`src/design/cc20_pkg.sv`:
```
// Package: constants, codes and control types of the ChaCha20 keystream block.
`default_nettype none
package cc20_pkg;

  localparam logic [31:0] SIGMA0 = 32'h61707865;
  localparam logic [31:0] SIGMA1 = 32'h3320646e;
  localparam logic [31:0] SIGMA2 = 32'h79622d32;
  localparam logic [31:0] SIGMA3 = 32'h6b206574;

  localparam int BLOCK_BYTES   = 64;
  localparam int POS_W         = $clog2(BLOCK_BYTES);
  localparam int DOUBLE_ROUNDS = 10;
  localparam int QR_STEPS      = 4;
  localparam int ROUND_CYCLES  = DOUBLE_ROUNDS * 2 * QR_STEPS;
  localparam int RCNT_W        = $clog2(ROUND_CYCLES);

  localparam int CFG_IDX_W  = 3;
  localparam int CFG_DATA_W = 64;

  typedef enum logic [CFG_IDX_W-1:0] {
    REG_KEY0  = 3'd0,
    REG_KEY1  = 3'd1,
    REG_KEY2  = 3'd2,
    REG_KEY3  = 3'd3,
    REG_NONCE = 3'd4
  } cfg_reg_t;

  // One quarter round is split into four add/xor/rotate steps.
  typedef enum logic [1:0] {
    QS_AB_D16 = 2'd0,
    QS_CD_B12 = 2'd1,
    QS_AB_D8  = 2'd2,
    QS_CD_B7  = 2'd3
  } qr_step_t;

  typedef enum logic [2:0] {
    ST_IDLE,
    ST_LOAD,
    ST_ROUND,
    ST_FINAL,
    ST_EMIT
  } ctrl_state_t;

  typedef struct packed {
    logic     capture;
    logic     load;
    logic     round;
    qr_step_t step;
    logic     diag;
    logic     finish;
    logic     emit;
  } dp_cmd_t;

  typedef struct packed {
    logic pos_zero;
  } dp_status_t;

  function automatic logic [31:0] qr_rot(input logic [31:0] v, input qr_step_t step);
    logic [31:0] res;
    unique case (step)
      QS_AB_D16: res = {v[15:0], v[31:16]};
      QS_CD_B12: res = {v[19:0], v[31:20]};
      QS_AB_D8:  res = {v[23:0], v[31:24]};
      QS_CD_B7:  res = {v[24:0], v[31:25]};
      default:   res = v;
    endcase
    return res;
  endfunction

endpackage
`default_nettype wire

```
`src/design/cc20_ctrl.sv`:
```
// Controller: sequences capture, block generation and result hand-off.
`default_nettype none
module cc20_ctrl (
  input  wire logic                clk,
  input  wire logic                rst_n,
  input  wire logic                in_valid,
  output logic                     in_ready,
  output logic                     out_valid,
  input  wire logic                out_ready,
  input  wire cc20_pkg::dp_status_t status,
  output cc20_pkg::dp_cmd_t        cmd
);

  cc20_pkg::ctrl_state_t            state_r, state_nxt;
  logic [cc20_pkg::RCNT_W-1:0]      rcnt_r, rcnt_nxt;
  logic                             out_valid_r, out_valid_nxt;
  logic                             out_free;
  logic                             round_last;

  assign out_free   = !out_valid_r || out_ready;
  assign round_last = rcnt_r == cc20_pkg::RCNT_W'(cc20_pkg::ROUND_CYCLES - 1);

  always_comb begin
    state_nxt = state_r;
    unique case (state_r)
      cc20_pkg::ST_IDLE: begin
        if (in_valid) begin
          state_nxt = status.pos_zero ? cc20_pkg::ST_LOAD : cc20_pkg::ST_EMIT;
        end
      end
      cc20_pkg::ST_LOAD:  state_nxt = cc20_pkg::ST_ROUND;
      cc20_pkg::ST_ROUND: begin
        if (round_last) begin
          state_nxt = cc20_pkg::ST_FINAL;
        end
      end
      cc20_pkg::ST_FINAL: state_nxt = cc20_pkg::ST_EMIT;
      cc20_pkg::ST_EMIT: begin
        // hold the result until the output register is free
        if (out_free) begin
          state_nxt = cc20_pkg::ST_IDLE;
        end
      end
      default: state_nxt = cc20_pkg::ST_IDLE;
    endcase
  end

  always_comb begin
    in_ready    = state_r == cc20_pkg::ST_IDLE;
    cmd.capture = (state_r == cc20_pkg::ST_IDLE) && in_valid;
    cmd.load    = state_r == cc20_pkg::ST_LOAD;
    cmd.round   = state_r == cc20_pkg::ST_ROUND;
    cmd.step    = cc20_pkg::qr_step_t'(rcnt_r[1:0]);
    cmd.diag    = rcnt_r[2];
    cmd.finish  = state_r == cc20_pkg::ST_FINAL;
    cmd.emit    = (state_r == cc20_pkg::ST_EMIT) && out_free;
  end

  always_comb begin
    rcnt_nxt = rcnt_r;
    if (cmd.load) begin
      rcnt_nxt = '0;
    end else if (cmd.round) begin
      rcnt_nxt = rcnt_r + 1'b1;
    end
  end

  always_comb begin
    if (cmd.emit) begin
      out_valid_nxt = 1'b1;
    end else if (out_ready) begin
      out_valid_nxt = 1'b0;
    end else begin
      out_valid_nxt = out_valid_r;
    end
  end

  always_ff @(posedge clk) begin
    if (!rst_n) begin
      state_r     <= cc20_pkg::ST_IDLE;
      rcnt_r      <= '0;
      out_valid_r <= 1'b0;
    end else begin
      state_r     <= state_nxt;
      rcnt_r      <= rcnt_nxt;
      out_valid_r <= out_valid_nxt;
    end
  end

  assign out_valid = out_valid_r;

endmodule
`default_nettype wire

```
`src/design/cc20_datapath.sv`:
```
// Datapath: key registers, round unit, keystream state and byte XOR.
`default_nettype none
module cc20_datapath (
  input  wire logic                              clk,
  input  wire logic                              rst_n,
  input  wire cc20_pkg::dp_cmd_t                 cmd,
  output cc20_pkg::dp_status_t                   status,
  input  wire logic                              cfg_we,
  input  wire logic [cc20_pkg::CFG_IDX_W-1:0]    cfg_index,
  input  wire logic [cc20_pkg::CFG_DATA_W-1:0]   cfg_data,
  input  wire logic [7:0]                        in_data_byte,
  input  wire logic                              in_last_of_message,
  output logic [7:0]                             out_result_byte,
  output logic                                   out_result_last
);

  logic [63:0] key0_r, key1_r, key2_r, key3_r, nonce_r;
  logic [cc20_pkg::POS_W-1:0] pos_r;
  logic [31:0] ctr_r;
  logic [7:0]  data_r;
  logic        last_r;
  logic [7:0]  res_byte_r;
  logic        res_last_r;

  logic [31:0] x_r       [16];
  logic [31:0] init_w    [16];
  logic [31:0] round_w   [16];
  logic [31:0] lane_out  [4][4];
  logic [31:0] ks_word;
  logic [31:0] ks_shift;

  // configuration
  always_ff @(posedge clk) begin
    if (!rst_n) begin
      key0_r  <= '0;
      key1_r  <= '0;
      key2_r  <= '0;
      key3_r  <= '0;
      nonce_r <= '0;
    end else if (cfg_we) begin
      unique case (cc20_pkg::cfg_reg_t'(cfg_index))
        cc20_pkg::REG_KEY0:  key0_r  <= cfg_data;
        cc20_pkg::REG_KEY1:  key1_r  <= cfg_data;
        cc20_pkg::REG_KEY2:  key2_r  <= cfg_data;
        cc20_pkg::REG_KEY3:  key3_r  <= cfg_data;
        cc20_pkg::REG_NONCE: nonce_r <= cfg_data;
        default: ;
      endcase
    end
  end

  always_comb begin
    init_w[0]  = cc20_pkg::SIGMA0;
    init_w[1]  = cc20_pkg::SIGMA1;
    init_w[2]  = cc20_pkg::SIGMA2;
    init_w[3]  = cc20_pkg::SIGMA3;
    init_w[4]  = key0_r[31:0];
    init_w[5]  = key0_r[63:32];
    init_w[6]  = key1_r[31:0];
    init_w[7]  = key1_r[63:32];
    init_w[8]  = key2_r[31:0];
    init_w[9]  = key2_r[63:32];
    init_w[10] = key3_r[31:0];
    init_w[11] = key3_r[63:32];
    init_w[12] = ctr_r;
    init_w[13] = '0;
    init_w[14] = nonce_r[31:0];
    init_w[15] = nonce_r[63:32];
  end

  // Four quarter-round lanes; row k of the state is role a, b, c, d in order.
  for (genvar l = 0; l < 4; l++) begin : g_lane
    localparam int IB_COL = 4 + l;
    localparam int IC_COL = 8 + l;
    localparam int ID_COL = 12 + l;
    localparam int IB_DIA = 4 + ((l + 1) % 4);
    localparam int IC_DIA = 8 + ((l + 2) % 4);
    localparam int ID_DIA = 12 + ((l + 3) % 4);

    logic [31:0] a, b, c, d, p, q, r, p_n, r_n;
    logic        odd;

    assign odd = cmd.step[0];
    assign a   = x_r[l];
    assign b   = cmd.diag ? x_r[IB_DIA] : x_r[IB_COL];
    assign c   = cmd.diag ? x_r[IC_DIA] : x_r[IC_COL];
    assign d   = cmd.diag ? x_r[ID_DIA] : x_r[ID_COL];

    // even steps: a += b, d ^= a; odd steps: c += d, b ^= c
    assign p   = odd ? c : a;
    assign q   = odd ? d : b;
    assign r   = odd ? b : d;
    assign p_n = p + q;
    assign r_n = cc20_pkg::qr_rot(r ^ p_n, cmd.step);

    assign lane_out[l][0] = odd ? a   : p_n;
    assign lane_out[l][1] = odd ? r_n : b;
    assign lane_out[l][2] = odd ? p_n : c;
    assign lane_out[l][3] = odd ? d   : r_n;
  end

  for (genvar w = 0; w < 16; w++) begin : g_word
    localparam int ROW  = w / 4;
    localparam int COL  = w % 4;
    localparam int DLANE = (COL - ROW + 4) % 4;

    assign round_w[w] = cmd.diag ? lane_out[DLANE][ROW] : lane_out[COL][ROW];

    always_ff @(posedge clk) begin
      if (cmd.load) begin
        x_r[w] <= init_w[w];
      end else if (cmd.round) begin
        x_r[w] <= round_w[w];
      end else if (cmd.finish) begin
        x_r[w] <= x_r[w] + init_w[w];
      end
    end
  end

  // capture the accepted transaction
  always_ff @(posedge clk) begin
    if (cmd.capture) begin
      data_r <= in_data_byte;
      last_r <= in_last_of_message;
    end
  end

  assign ks_word  = x_r[pos_r[cc20_pkg::POS_W-1:2]];
  assign ks_shift = ks_word >> {pos_r[1:0], 3'b000};

  always_ff @(posedge clk) begin
    if (cmd.emit) begin
      res_byte_r <= data_r ^ ks_shift[7:0];
      res_last_r <= last_r;
    end
  end

  always_ff @(posedge clk) begin
    if (!rst_n) begin
      pos_r <= '0;
      ctr_r <= '0;
    end else if (cmd.emit) begin
      if (last_r) begin
        pos_r <= '0;
        ctr_r <= '0;
      end else begin
        pos_r <= pos_r + 1'b1;
        if (&pos_r) begin
          ctr_r <= ctr_r + 1'b1;
        end
      end
    end
  end

  assign status.pos_zero = pos_r == '0;
  assign out_result_byte = res_byte_r;
  assign out_result_last = res_last_r;

endmodule
`default_nettype wire

```
`src/design/chacha20_keystream_xor.sv`:
```
// Top level: ChaCha20 keystream XOR, one message byte per transaction.
//
//   channel  direction  handshake            payload
//   in_      input      in_valid/in_ready    in_data_byte, in_last_of_message
//   out_     output     out_valid/out_ready  out_result_byte, out_result_last
//   cfg_     input      cfg_we               cfg_index, cfg_data
//
// A byte inside a block is captured, then XORed into the output register.
// A byte at block position 0 goes through capture, state load, 80 round steps
// (four quarter-round lanes, one add/xor/rotate step each cycle), final add, XOR.
// Reset is synchronous and clears position, counter, key and nonce; the keystream
// state needs none. A stalled output holds the next captured byte before the XOR.
`default_nettype none
module chacha20_keystream_xor (
  input  wire logic                            clk,
  input  wire logic                            rst_n,
  input  wire logic                            in_valid,
  output logic                                 in_ready,
  input  wire logic [7:0]                      in_data_byte,
  input  wire logic                            in_last_of_message,
  output logic                                 out_valid,
  input  wire logic                            out_ready,
  output logic [7:0]                           out_result_byte,
  output logic                                 out_result_last,
  input  wire logic                            cfg_we,
  input  wire logic [cc20_pkg::CFG_IDX_W-1:0]  cfg_index,
  input  wire logic [cc20_pkg::CFG_DATA_W-1:0] cfg_data
);

  cc20_pkg::dp_cmd_t    cmd;
  cc20_pkg::dp_status_t status;

  cc20_ctrl u_ctrl (
    .clk       (clk),
    .rst_n     (rst_n),
    .in_valid  (in_valid),
    .in_ready  (in_ready),
    .out_valid (out_valid),
    .out_ready (out_ready),
    .status    (status),
    .cmd       (cmd)
  );

  cc20_datapath u_dp (
    .clk                (clk),
    .rst_n              (rst_n),
    .cmd                (cmd),
    .status             (status),
    .cfg_we             (cfg_we),
    .cfg_index          (cfg_index),
    .cfg_data           (cfg_data),
    .in_data_byte       (in_data_byte),
    .in_last_of_message (in_last_of_message),
    .out_result_byte    (out_result_byte),
    .out_result_last    (out_result_last)
  );

endmodule
`default_nettype wire

```
`config.mk`:
```
export PLATFORM = sky130hd
export DESIGN_NAME = chacha20_keystream_xor
export DESIGN_NICKNAME = d
export VERILOG_FILES = /design/src/design/cc20_pkg.sv /design/src/design/cc20_ctrl.sv /design/src/design/cc20_datapath.sv /design/src/design/chacha20_keystream_xor.sv
export SDC_FILE = /design/constraint.sdc
export NUM_CORES = 2
export LEC_CHECK = 0
export BUFFER_PORTS_ARGS = -buffer_cell sky130_fd_sc_hd__buf_2
export CORE_ASPECT_RATIO = 1.75
export CORE_MARGIN = 2
export CORE_UTILIZATION = 55
export CTS_CLUSTER_SIZE = 8
export DETAILED_ROUTE_END_ITERATION = 10
export PLACE_DENSITY_LB_ADDON = 0.25
export SYNTH_ARGS = -nofsm -noshare
export SYNTH_HDL_FRONTEND = slang
export SYNTH_SLANG_ARGS = --single-unit
```
`constraint.sdc`:
```
create_clock -name clk -period 20.4 [get_ports clk]
set_clock_uncertainty 0.15 [all_clocks]
set_input_delay 2.04 -clock clk [delete_from_list [all_inputs] [get_ports clk]]
set_output_delay 2.04 -clock clk [all_outputs]
set_load 0.05 [all_outputs]
```
==> flow_metrics.env, run 1 <==
export IMPL_root_buffer="clkbuf_16"
export IMPL_syn_cell_area_um2=87100
export IMPL_syn_area_per_cell_um2=8.62
export IMPL_clock_path_buffers=4
export IMPL_grt_use_total=0.814
export IMPL_cts_setup_buffers=0
export IMPL_dp_hpwl_um=430000
export IMPL_grt_ovfl_total=2485
export IMPL_io_pins=92
export IMPL_first_global_vias=109000
export IMPL_cts_buffers=140
export IMPL_cts_resized=0
export IMPL_grt_pass1_wl_um=974000
export IMPL_place_ws_ns=11.27
export IMPL_synth_edf_count=530
export IMPL_numPortBuffers=91
export IMPL_htree_num_levels=4
export IMPL_stop_stage="global routing"
export IMPL_start_util=0.552
export IMPL_cts_sinks=903
export IMPL_synth_seq_cells=903
export IMPL_ys_flop_type="edfxtp_1"
export IMPL_fp_dieW_um=305
export IMPL_async_reset_ff_frac=0
export IMPL_outcome="did not finish"
export IMPL_ys_warn_count=0
export IMPL_seq_area_frac_synth=0.269
export IMPL_cts_hold_buf=0
export IMPL_gp_congestion=1.25
export IMPL_die_h_um=530
export IMPL_synthCells=10100
export IMPL_grt_max_degree=146
export IMPL_synthesis_nets=10700
export IMPL_ys_types=117
export IMPL_rows=193
export IMPL_tool_error="[ERROR GRT-0116] Global routing finished with congestion. Check the congestion regions in the DRC Viewer."
## Yosys cell counts, types with 33 or more instances
cell type	instances	area [um2]
clkbuf_1	499	1870
o221ai_1	53	464
a211o_1	41	359
xnor2_1	363	3180
nand4_1	50	313
dfxtp_1	373	7470
nor3_1	156	781
o22ai_1	58	363
a211oi_1	152	1140
nand2_1	1376	5160
a221oi_1	106	928
xor2_1	266	2330
a31oi_1	76	475
o21bai_1	58	435
or3_1	38	238
mux2i_1	315	3150
a22oi_1	149	1120
buf_2	77	385
o31ai_1	45	338
nor2b_1	83	519
a221o_1	77	771
mux2_2	54	608
edfxtp_1	530	15900
nand3_1	151	756
buf_1	108	405
inv_1	157	589
o21a_1	96	721
nor2_1	788	2960
o21ai_0	643	3220
a21boi_0	336	2520
nand2b_1	91	569
mux4_2	311	7000
and2_1	78	488
a222oi_1	71	711
a21o_1	240	1800
ha_1	476	5960
o31a_1	33	289
and3_1	80	500
o211ai_1	102	766
a21oi_1	836	4180
## metrics by stage
| stage | cell area (um2) | utilization | hold slack, ns | instances |
|---|---|---|---|---|
| detailed placement | 89700 | 0.569 | 0.330 | 11800 |
| CTS | 93700 | 0.594 | 0.337 | 12000 |
| global placement | 89700 | 0.569 | 0.318 | 11800 |
| floorplan | 87100 | - | 0.307 | 10100 |
## metal layers
layer | GRT usage | overflow
met1 | 0.803 | 21
met2 | 0.995 | 1528
met3 | 0.651 | 25
met4 | 0.849 | 908
met5 | 0.246 | 3
## logic make-up after synthesis
family,synth area share
AND/OR/NAND/NOR,0.151
AO/OA/AOI/OAI,0.272
flip-flops,0.269
XOR/XNOR,0.0749
buffers and inverters,0.0376
multiplexers,0.124
adder cells (fa/ha/maj),0.0719
==> inputs of run 2 (changes only) <==
--- a/config.mk
+++ b/config.mk
@@ -6,12 +6,10 @@
 export NUM_CORES = 2
 export LEC_CHECK = 0
 export BUFFER_PORTS_ARGS = -buffer_cell sky130_fd_sc_hd__buf_2
-export CORE_ASPECT_RATIO = 1.75
 export CORE_MARGIN = 2
-export CORE_UTILIZATION = 55
-export CTS_CLUSTER_SIZE = 8
+export CORE_UTILIZATION = 40
 export DETAILED_ROUTE_END_ITERATION = 10
-export PLACE_DENSITY_LB_ADDON = 0.25
+export PLACE_DENSITY_LB_ADDON = 0.15
 export SYNTH_ARGS = -nofsm -noshare
 export SYNTH_HDL_FRONTEND = slang
 export SYNTH_SLANG_ARGS = --single-unit
==> run 2 against run 1 <==
Net effect: the flow now finishes, with violations (capacitance limit, slew limit); synthesized cell count unchanged; synthesized area stayed put.
==> flow_metrics.env, run 2 <==
export IMPL_wl_per_cell_um=42.5
export IMPL_worstPathArrival_ns=9.64
export IMPL_synth_common_cells="1376 x nand2_1, 836 x a21oi_1, 788 x nor2_1"
export IMPL_hp_class="reg -> reg"
export IMPL_path_clk_slew_ns=0.07
export IMPL_final_hold_violation_count=0
export IMPL_relSlewSlack=-0.0321
export IMPL_cts_hold_buf=0
export IMPL_die_area_um2=221000
export IMPL_critical_path_max_stage_delay_ns=0.87
export IMPL_die_h_um=471
export IMPL_finalSetupViolCount=0
export IMPL_ys_types=117
export IMPL_syn_cell_area_um2=87100
export IMPL_synth_edf_count=530
export IMPL_worstSetupStartpointType="flip-flop"
export IMPL_core_um2=217000
export IMPL_drtPass1Iterations=10
export IMPL_cts_sinks=903
export IMPL_grt_use_total=0.477
export IMPL_ys_flop_type="edfxtp_1"
export IMPL_final_antenna_net_count=0
export IMPL_path_buf_inv=5
export IMPL_io_pins=92
export IMPL_nets=10500
export IMPL_async_reset_ff_frac=0
export IMPL_first_global_vias=83600
export IMPL_mostFrequentLayoutCells="1370 x nand2_1, 836 x a21oi_1, 775 x nor2_1, 641 x o21ai_0, 530 x edfxtp_1"
export IMPL_worstReg2RegEnd="u_dp.x_r[5][2]$_DFFE_PP_"
export IMPL_vias=93400
export IMPL_critPathTopFamily="buffers and inverters"
export IMPL_cts_setup_buffers=0
export IMPL_grt_max_degree=141
export IMPL_synthesis_nets=10700
export IMPL_outcome="complete, but fails checks"
export IMPL_final_max_slew_viol_count=12
export IMPL_cts_resized=0
export IMPL_layout_area_overhead_vs_synth_pct=9.37
export IMPL_drt_iter0_drc=16000
export IMPL_min_to="u_dp.nonce_r[33]$_SDFFE_PN0P_"
export IMPL_cts_buffers=118
export IMPL_synth_seq_cells=903
export IMPL_grt_pass1_wl_um=728000
export IMPL_r2r_start="u_ctrl.rcnt_r[0]$_SDFFE_PP0P_"
export IMPL_finalWirelength_um=550000
export IMPL_drc=0
export IMPL_gp_congestion=1.12
export IMPL_ir_worst_vdd_v=0.0000808
export IMPL_clock_path_buffers=3
export IMPL_root_buffer="clkbuf_16"
export IMPL_start_util=0.402
export IMPL_viasPerCell=7.22
export IMPL_end_kind="flip-flop"
export IMPL_cap_violations=3
export IMPL_synthCells=10100
export IMPL_final_common_cell="nand2_1"
export IMPL_worstSkewPairLatency_ns=0.85
export IMPL_powerDensity_nw_per_um2=111
export IMPL_largest_reg_flops=512
export IMPL_tritoncts="yes"
export IMPL_crit_chain="buf_4 -> buf_12 -> buf_4 -> buf_4 -> buf_4 -> mux4_2 -> ha_1 -> and3_1 -> nand2_1 -> or4_1 -> o211ai_1 -> o221ai_1 -> nor2_1 -> xor2_1 -> a221oi_1 -> a21oi_1 -> nand2_1 -> o221ai_1"
export IMPL_rsz0062_at_grt="no"
export IMPL_ys_warn_count=0
export IMPL_r2r_cells=18
export IMPL_violations="capacitance limit, slew limit"
export IMPL_hold_ws_ns=0.338
export IMPL_period_needed_ns=9.14
export IMPL_fmax_mhz=109
export IMPL_syn_area_per_cell_um2=8.62
export IMPL_antenna_found_initial=102
export IMPL_dp_hpwl_um=428000
export IMPL_period_share=0.448
export IMPL_regMostFlops="u_dp.x_r"
export IMPL_rows=171
export IMPL_numPlacedInstances=12600
export IMPL_ff2ff_setup_slack_ns=11.26
export IMPL_path_max_fanout=132
export IMPL_numPortBuffers=91
export IMPL_p_leak_nw=35.0
export IMPL_layout_drive_gt1_share=0.106
export IMPL_whs_path_depth=2
export IMPL_crit_slowest_cell="a21oi_1"
export IMPL_crit_required_ns=20.91
export IMPL_cp_common_cell="buf_4"
export IMPL_seq_area_frac_synth=0.269
export IMPL_path_class="reg -> reg"
export IMPL_synth_top_area_cell="edfxtp_1"
export IMPL_yosys_top_cells_area="edfxtp_1 18%, dfxtp_1 8.6%, mux4_2 8.0%"
export IMPL_instances_no_fill=13000
export IMPL_synth_top_area_frac=0.183
export IMPL_htree_num_levels=3
export IMPL_worst_pin_slew_ns=1.55
export IMPL_hold_start="u_dp.nonce_r[33]$_SDFFE_PN0P_"
export IMPL_yosysMostFrequentCell="nand2_1"
export IMPL_tns_ns=0
export IMPL_grt_ovfl_total=0
export IMPL_fp_dieW_um=471
==> run 2: cell counts after synthesis <==
No cell type changed its count.
==> run 2: final cells by class <==
class	count	area, um2
Fill cell	21400	122000
Multi-Input combinational cell	8356	60700
Sequential cell	903	23400
Tap cell	2854	3570
Clock buffer	159	3410
Timing Repair Buffer	360	2600
Clock inverter	67	663
Inverter	159	614
Antenna cell	92	230
==> run 2: worst max path at each step <==
stage                                         startpoint                           end  slack, ns  depth (start not counted)
final                      u_ctrl.rcnt_r[0]$_SDFFE_PP0P_      u_dp.x_r[5][2]$_DFFE_PP_      11.26                         18
after global routing       u_ctrl.rcnt_r[0]$_SDFFE_PP0P_      u_dp.x_r[4][2]$_DFFE_PP_      11.06                         19
after CTS                  u_ctrl.rcnt_r[0]$_SDFFE_PP0P_      u_dp.x_r[5][2]$_DFFE_PP_      11.72                         18
after detailed placement   u_ctrl.rcnt_r[0]$_SDFFE_PP0P_      u_dp.x_r[5][2]$_DFFE_PP_      11.69                         18
after global placement     u_ctrl.rcnt_r[0]$_SDFFE_PP0P_      u_dp.x_r[4][4]$_DFFE_PP_      11.73                         17
after floorplan           u_ctrl.state_r[2]$_SDFFE_PN0P_  u_dp.x_r[1][0]$_SDFFCE_PN0P_       4.75                          3
==> run 2: power by group <==
group          internal [W]  total (W)  switching [W]
Sequential          0.00215    0.00260       0.000448
Clock               0.00129    0.00229        0.00100
Combinational       0.00155    0.00569        0.00413
==> run 2: per-stage QoR <==
| step | instance area (um2) | worst slack [ns] | utilization | total power (W) |
|---|---|---|---|---|
| 2_1_floorplan | 87100 | 4.75 | - | 0.00514 |
| 3_3_place_gp | 90900 | 11.73 | 0.419 | 0.00784 |
| 3_5_place_dp | 90900 | 11.69 | 0.419 | 0.00785 |
| 4_1_cts | 95000 | 11.72 | 0.438 | 0.0101 |
| 5_1_grt | 95100 | 11.06 | 0.439 | 0.0106 |
| 6_report | 95200 | 11.26 | 0.439 | 0.0106 |
==> run 2: kinds of logic after synthesis <==
| group | Yosys count | share of synthesized area |
|---|---|---|
| simple gates | 3004 | 0.151 |
| xor+xnor | 673 | 0.0749 |
| buf+inv | 845 | 0.0376 |
| flops | 903 | 0.269 |
| mux | 680 | 0.124 |
| fa+ha+maj | 491 | 0.0719 |
| compound gates | 3508 | 0.272 |
==> run 2: worst register-to-register path, stage by stage (launching register included) <==
cell and delay [ns]:
dfxtp_4 0.70, buf_4 0.53, buf_12 0.61, buf_4 0.78, buf_4 0.67, buf_4 0.78, mux4_2 0.44, ha_1 0.43
and3_1 0.24, nand2_1 0.15, or4_1 0.57, o211ai_1 0.20, o221ai_1 0.19, nor2_1 0.42, xor2_1 0.68, a221oi_1 0.22
a21oi_1 0.87, nand2_1 0.18, o221ai_1 0.20
==> run 2: layer usage <==
| metal | vias up | track usage | wire length, um |
|---|---|---|---|
| li1 | 38000 | - | - |
| met1 | 46700 | 0.621 | 213000 |
| met2 | 7484 | 0.642 | 213000 |
| met3 | 1254 | 0.228 | 89600 |
| met4 | 39 | 0.252 | 33900 |
| met5 | - | 0.0203 | 811 |
No activity file was read; power rests on OpenSTA's default activity.
